File: src/rtl/otb_pkg.sv
// otb_pkg: shared types and constants for the one-shot timer bank
// used by otb_cell and one_shot_timer_bank; no dependencies
`timescale 1ns / 1ps
`default_nettype none

package otb_pkg;

  localparam int MASK_W = 8;
  localparam int SLOT_W = 3;
  localparam int DUR_W  = 8;
  localparam int OP_W   = 2;

  typedef enum logic [OP_W-1:0] {
    OP_DECLARE = 2'd0,
    OP_START   = 2'd1,
    OP_DELETE  = 2'd2,
    OP_TICK    = 2'd3
  } op_t;

  // one request travelling down the row of cells, masks build up on the way
  typedef struct packed {
    logic              valid;
    op_t               op;
    logic [SLOT_W-1:0] slot;
    logic [DUR_W-1:0]  duration;
    logic [MASK_W-1:0] expired;
    logic [MASK_W-1:0] active;
  } otb_stage_t;

endpackage

`default_nettype wire

File: src/rtl/one_shot_timer_bank.sv
// one_shot_timer_bank: top level, a row of NUM_SLOTS timer cells
// depends on otb_pkg and otb_cell
`timescale 1ns / 1ps
`default_nettype none

// a bank of one-shot countdown timers, one cell per slot
// requests: in_op picks declare, start, delete or tick; in_slot names the
//   slot for the first three, in_duration is the count stored on declare
// a request is taken at a rising edge with start high and busy low; busy is
//   always low, the row takes a new request every cycle
// each request walks the row one cell per cycle; every cell applies it to
//   its own slot and ors its expiry and active bits into the masks
// each cell registers the request, so out_valid follows the register of the
//   last cell in the row; throughput: one request per cycle
// each request yields exactly one result, shown for one cycle with out_valid
//   high: out_expired_mask (tick only, else zero) and out_active_mask
// requests overtake nothing, so every cell sees them in order and the
//   results leave in the order the requests came in
// the receiver cannot stall; a result is taken in the cycle it is shown
// reset (rst_n low, synchronous) clears all durations, counts and active
//   flags and drops any request still in the row
// slots at index 8 and up cannot be named by the 3-bit in_slot, so they never start, and do not appear in the masks

module one_shot_timer_bank import otb_pkg::*; #(
  parameter int NUM_SLOTS = 8
) (
  input  wire logic              clk,
  input  wire logic              rst_n,
  input  wire logic              start,
  output logic                   busy,
  input  wire logic [OP_W-1:0]   in_op,
  input  wire logic [SLOT_W-1:0] in_slot,
  input  wire logic [DUR_W-1:0]  in_duration,
  output logic                   out_valid,
  output logic [MASK_W-1:0]      out_expired_mask,
  output logic [MASK_W-1:0]      out_active_mask
);

  // stage[0] is the incoming request, stage[k+1] leaves cell k
  otb_stage_t stage [NUM_SLOTS+1];

  // the row is fully pipelined, so it never holds requests off
  assign busy = 1'b0;

  always_comb begin
    stage[0].valid    = start && !busy;
    stage[0].op       = op_t'(in_op);
    stage[0].slot     = in_slot;
    stage[0].duration = in_duration;
    stage[0].expired  = '0;
    stage[0].active   = '0;
  end

  for (genvar k = 0; k < NUM_SLOTS; k++) begin : g_cell
    otb_cell #(
      .IDX (k)
    ) u_cell (
      .clk       (clk),
      .rst_n     (rst_n),
      .stage_in  (stage[k]),
      .stage_out (stage[k+1])
    );
  end

  assign out_valid        = stage[NUM_SLOTS].valid;
  assign out_expired_mask = stage[NUM_SLOTS].expired;
  assign out_active_mask  = stage[NUM_SLOTS].active;

  // an expired slot is never reported active in the same result
  a_exp_not_active: assert property (@(posedge clk) disable iff (!rst_n)
    out_valid |-> ((out_expired_mask & out_active_mask) == '0))
    else $error("slot both expired and active");

  // only a tick can report an expiry
  a_exp_only_tick: assert property (@(posedge clk) disable iff (!rst_n)
    (out_valid && (stage[NUM_SLOTS].op != OP_TICK)) |-> (out_expired_mask == '0))
    else $error("expiry reported on a non-tick request");

  // every accepted request comes out after the row latency
  a_latency: assert property (@(posedge clk) disable iff (!rst_n)
    (start && !busy) |-> ##NUM_SLOTS out_valid)
    else $error("result missing after row latency");

endmodule

`default_nettype wire

File: src/rtl/otb_cell.sv
// otb_cell: one timer slot, holds duration, count and active flag
// applies each passing request and hands it on to the next cell; uses otb_pkg
`timescale 1ns / 1ps
`default_nettype none

module otb_cell import otb_pkg::*; #(
  parameter int IDX = 0
) (
  input  wire logic       clk,
  input  wire logic       rst_n,
  input  wire otb_stage_t stage_in,
  output otb_stage_t      stage_out
);

  localparam logic [MASK_W-1:0] BIT = (IDX < MASK_W) ? MASK_W'(1 << IDX) : '0;

  logic [DUR_W-1:0] dur_r, dur_nxt;
  logic [DUR_W-1:0] cnt_r, cnt_nxt;
  logic             act_r, act_nxt;
  logic             exp_now;
  logic             hit;
  otb_stage_t       stage_r, stage_nxt;

  assign hit = stage_in.valid && (32'(stage_in.slot) == 32'(IDX));

  always_comb begin
    dur_nxt = dur_r;
    cnt_nxt = cnt_r;
    act_nxt = act_r;
    exp_now = 1'b0;
    if (stage_in.valid) begin
      unique case (stage_in.op)
        OP_DECLARE: begin
          if (hit) dur_nxt = stage_in.duration;
        end
        OP_START: begin
          if (hit) begin
            cnt_nxt = dur_r;
            act_nxt = 1'b1;
          end
        end
        OP_DELETE: begin
          if (hit) begin
            dur_nxt = '0;
            cnt_nxt = '0;
            act_nxt = 1'b0;
          end
        end
        OP_TICK: begin
          if (act_r) begin
            // zero and one both expire on this tick
            if (cnt_r <= DUR_W'(1)) begin
              cnt_nxt = '0;
              act_nxt = 1'b0;
              exp_now = 1'b1;
            end else begin
              cnt_nxt = cnt_r - DUR_W'(1);
            end
          end
        end
        default: ;
      endcase
    end
  end

  always_comb begin
    stage_nxt = stage_in;
    if (exp_now) stage_nxt.expired = stage_in.expired | BIT;
    if (act_nxt) stage_nxt.active = stage_in.active | BIT;
  end

  always_ff @(posedge clk) begin
    if (!rst_n) begin
      dur_r   <= '0;
      cnt_r   <= '0;
      act_r   <= 1'b0;
      stage_r <= '0;
    end else begin
      dur_r   <= dur_nxt;
      cnt_r   <= cnt_nxt;
      act_r   <= act_nxt;
      stage_r <= stage_nxt;
    end
  end

  assign stage_out = stage_r;

endmodule

`default_nettype wire
File: config.mk
export PLATFORM = sky130hd
export DESIGN_NAME = one_shot_timer_bank
export DESIGN_NICKNAME = d
export VERILOG_FILES = /design/src/rtl/otb_pkg.sv /design/src/rtl/one_shot_timer_bank.sv /design/src/rtl/otb_cell.sv
export SDC_FILE = /design/constraint.sdc
export NUM_CORES = 1
export LEC_CHECK = 0
export BUFFER_PORTS_ARGS = -buffer_cell sky130_fd_sc_hd__buf_2
export CAP_MARGIN = 20
export CELL_PAD_IN_SITES_DETAIL_PLACEMENT = 1
export CELL_PAD_IN_SITES_GLOBAL_PLACEMENT = 1
export CORE_ASPECT_RATIO = 1.25
export CORE_MARGIN = 4
export CORE_UTILIZATION = 43
export DETAILED_ROUTE_END_ITERATION = 12
export PLACE_DENSITY_LB_ADDON = 0.1
export SYNTH_ARGS = -nofsm -noshare
export SYNTH_HDL_FRONTEND = slang
export SYNTH_SLANG_ARGS = --single-unit
File: constraint.sdc
create_clock -name clk -period 1.65 [get_ports clk]
set_input_delay 0.33 -clock clk [delete_from_list [all_inputs] [get_ports clk]]
set_output_delay 0.33 -clock clk [all_outputs]
set_load 0.1 [all_outputs]
==> results.sh <==
export IMPL_post_dp_hpwl_um=22000
export IMPL_design_area_um2=14800
export IMPL_syn_nets=1259
export IMPL_tightestPinTransition_ps=550
export IMPL_cts_made_buffers=30
export IMPL_report_final_slew_viol_count=0
export IMPL_drive_gt1_share_pct=27.4
export IMPL_clkSlewWorstSetupHoldPaths_ps=60
export IMPL_slew_headroom_pct=63.2
export IMPL_grt_setup_unrepaired="yes"
export IMPL_die_h_um=191
export IMPL_cts_htree_levels=1
export IMPL_fill_cells=2880
export IMPL_clk_latency_ps=550
export IMPL_synth_seq_cells=299
export IMPL_period_minus_slack_ps=1760
export IMPL_final_antenna_net_count=0
export IMPL_synth_top_cell_by_area="dfxtp_1"
export IMPL_clkSinkCount=299
export IMPL_cts_tree="done"
export IMPL_portBuffers=32
export IMPL_num_antenna_cells=0
export IMPL_ys_warn_count=0
export IMPL_grt_max_degree=80
export IMPL_hold_viol=0
export IMPL_endpoint_kind="register"
export IMPL_routed_wl_um=31800
export IMPL_track_usage_pct=20.4
export IMPL_min_path_type="in -> reg"
export IMPL_grt_overflow=0
export IMPL_row_count=66
export IMPL_nNetsFinal=1409
export IMPL_violations="negative setup slack"
export IMPL_cp_startpoint="g_cell[3].u_cell.cnt_r[2]"
export IMPL_dr_pass1_iters=6
export IMPL_drcViolationCount=0
export IMPL_synth_edf_count=0
export IMPL_cp_data_arrival_time_ps=2190
export IMPL_period_share_pct=107
export IMPL_hp_start="in_duration[7]"
export IMPL_syn_mean_instance_area_um2=9.37
export IMPL_setup_viol=12
export IMPL_cts_root_buf="clkbuf_16"
export IMPL_start_kind="register"
export IMPL_yosys_top_cells_area="dfxtp_1 (52%), and2_1 (8.3%), a21oi_1 (3.7%), a22o_1 (3.0%), nand2_1 (2.9%)"
export IMPL_syn_cell_area_um2=11500
export IMPL_power_density_nw_per_um2=990
export IMPL_maxCapViolations=0
export IMPL_ir_drop_v=0.000883
export IMPL_regArea_um2=6020
export IMPL_synth_cells=1227
export IMPL_critPathMaxFanout=6
export IMPL_critPathKind="reg -> reg"
export IMPL_yosysTopAreaCellShare_pct=52.1
export IMPL_antenna_found_initial=0
export IMPL_area_growth_syn_to_layout_pct=28.5
export IMPL_dieArea_um2=29400
export IMPL_status="finished with violations"
export IMPL_post_drt_via_cell_ratio=5.45
export IMPL_grt_first_pass_wirelength_um=49800
export IMPL_cts_max_path_buffers=3
export IMPL_core_area_um2=26200
export IMPL_timing_final_ws_setup_ps=-114
export IMPL_power_leakage_nw=5.90
export IMPL_post_route_util_pct=56.4
export IMPL_wl_per_cell_um=18.3
export IMPL_placed_area_um2=12900
export IMPL_yosysUniqueCellTypes=75
export IMPL_synth_ff_type="dfxtp_1"
export IMPL_fp_dieW_um=154
export IMPL_finClkSkew_ps=9.49
export IMPL_fmax_ghz=0.567
export IMPL_drt_iter0_markers=350
export IMPL_io_pins=34
export IMPL_multi_input_area_um2=5800
export IMPL_routed_via_count=9488
export IMPL_worstPathRequired_ps=2070
export IMPL_async_flop_share_pct=0
export IMPL_place_gp_congestion=0.856
export IMPL_grt_pass1_vias=9800
export IMPL_setup_tns_ps=-848
export IMPL_initial_utilization_pct=43.9
export IMPL_yosysSeqAreaShare_pct=52.1
export IMPL_r2r_start="g_cell[3].u_cell.cnt_r[2]"
[cell usage in the layout, fill, tap and decap left out, types with 15 or more instances in the layout]
master / count
a31oi_1: 15
nand2_1: 90
and2_1: 152
dfxtp_1: 276
clkbuf_16: 31
nand3_1: 39
buf_2: 17
a22o_1: 40
o21ai_0: 39
a21oi_1: 78
dfxtp_2: 20
buf_4: 138
inv_1: 28
nor3_1: 25
nor2_1: 68
[registers in the layout, indices dropped and copies added, names as in the netlist]
signal                   flops
g_cell.u_cell.act_r          3
g_cell.u_cell.stage_out    168
g_cell.u_cell.dur_r         64
g_cell.u_cell.cnt_r         64
[final cells by class]
class	instances	share of cell area (%)
sequential	299	40.8
multi-input combinational	830	39.3
timing repair buffer	178	9.30
clock buffer	42	6.01
tap	340	2.88
inverter	38	0.983
clock inverter	14	0.796
[what timing repair did]
| action | in CTS | in global routing |
|---|---|---|
| cloned | 0 | 2 |
| endpoints found under the hold margin | 1 | 0 |
| setup buffers | 3 | 9 |
| hold buffers | 1 | 0 |
| setup endpoints to repair | 56 | 75 |
| pin swaps | 13 | 35 |
| gates resized for setup | 54 | 136 |
[metal layers]
layer	track usage, %	up-vias	part of all wire [%]
met2	40.7	118	55
met4	5.27	0	2.2
met5	0	-	0
li1	-	4644	-
met1	22.6	4680	40
met3	2.47	46	2.5
[critical path: stages (launching register included)]
cell and delay [ps]:
dfxtp_2 340, or4_4 570, o31ai_4 230, buf_6 170, nor2_2 50, o21ai_1 180
a21oi_1 110
[report_power, final]
| part | switching (mW) | internal, mW | total, mW |
|---|---|---|---|
| sequential | 0.0518 | 7.28 | 7.33 |
| clock | 2.85 | 3.92 | 6.76 |
| combinational | 0.314 | 0.207 | 0.521 |
| total | 3.21 | 11.4 | 14.6 |
[synth_stat cells, types with 4 or more instances]
| master | n |
|---|---|
| o32ai_1 | 12 |
| nand2b_1 | 10 |
| a22oi_1 | 5 |
| o21ai_0 | 53 |
| a21boi_0 | 4 |
| a31o_2 | 9 |
| o31ai_1 | 7 |
| nor3_1 | 32 |
| o2bb2ai_1 | 10 |
| o2111a_1 | 4 |
| a211oi_1 | 7 |
| buf_2 | 6 |
| a22o_1 | 40 |
| nor3b_1 | 7 |
| mux2i_1 | 4 |
| inv_1 | 37 |
| and2_1 | 152 |
| o211ai_1 | 7 |
| nand4_1 | 5 |
| a32oi_1 | 6 |
| or2_2 | 8 |
| o211a_1 | 5 |
| nor2b_1 | 10 |
| a21o_1 | 5 |
| or4_1 | 5 |
| and3_1 | 10 |
| a21oi_1 | 86 |
| o221ai_1 | 4 |
| dfxtp_1 | 299 |
| nand3_1 | 40 |
| nand2_1 | 90 |
| a31oi_1 | 16 |
| clkbuf_1 | 48 |
| a32o_1 | 4 |
| nor4_1 | 9 |
| nor2_1 | 82 |
| o21a_1 | 5 |
| buf_1 | 5 |
| ha_1 | 16 |
[path summary, 6_finish.rpt]
path / depth (start not counted) / slack [ps] / to
min: 2 / 40 / g_cell[0].u_cell.stage_out[23]
max: 6 / -110 / g_cell[3].u_cell.cnt_r[3]
max reg2reg: 6 / -110 / g_cell[3].u_cell.cnt_r[3]
min reg2reg: 1 / 430 / g_cell[4].u_cell.stage_out[0]
[stage by stage]
stage | power, mW | setup WS [ps] | cells | hold slack, ps
after global placement | 7.94 | -113 | 1670 | 417
after detailed placement | 7.94 | -151 | 1670 | 420
after floorplan | 7.73 | -69.2 | 1227 | 412
final | 14.6 | -114 | 1741 | 35.7
after CTS | 14.8 | -87.9 | 1730 | 13.5
after global routing | 15.2 | -187 | 1741 | 23.5
[logic make-up (layout without fill, tap and decap cells)]
family	after synthesis	in the layout	share of synthesized area, %
compound gates	317	319	19.3
flops	299	299	52.1
mux	6	6	0.544
fa+ha+maj	16	16	1.74
buf+inv	100	272	3.46
other cells	1	1	0.0326
simple gates	488	488	22.8
No activity file was read; power rests on OpenSTA's default activity.
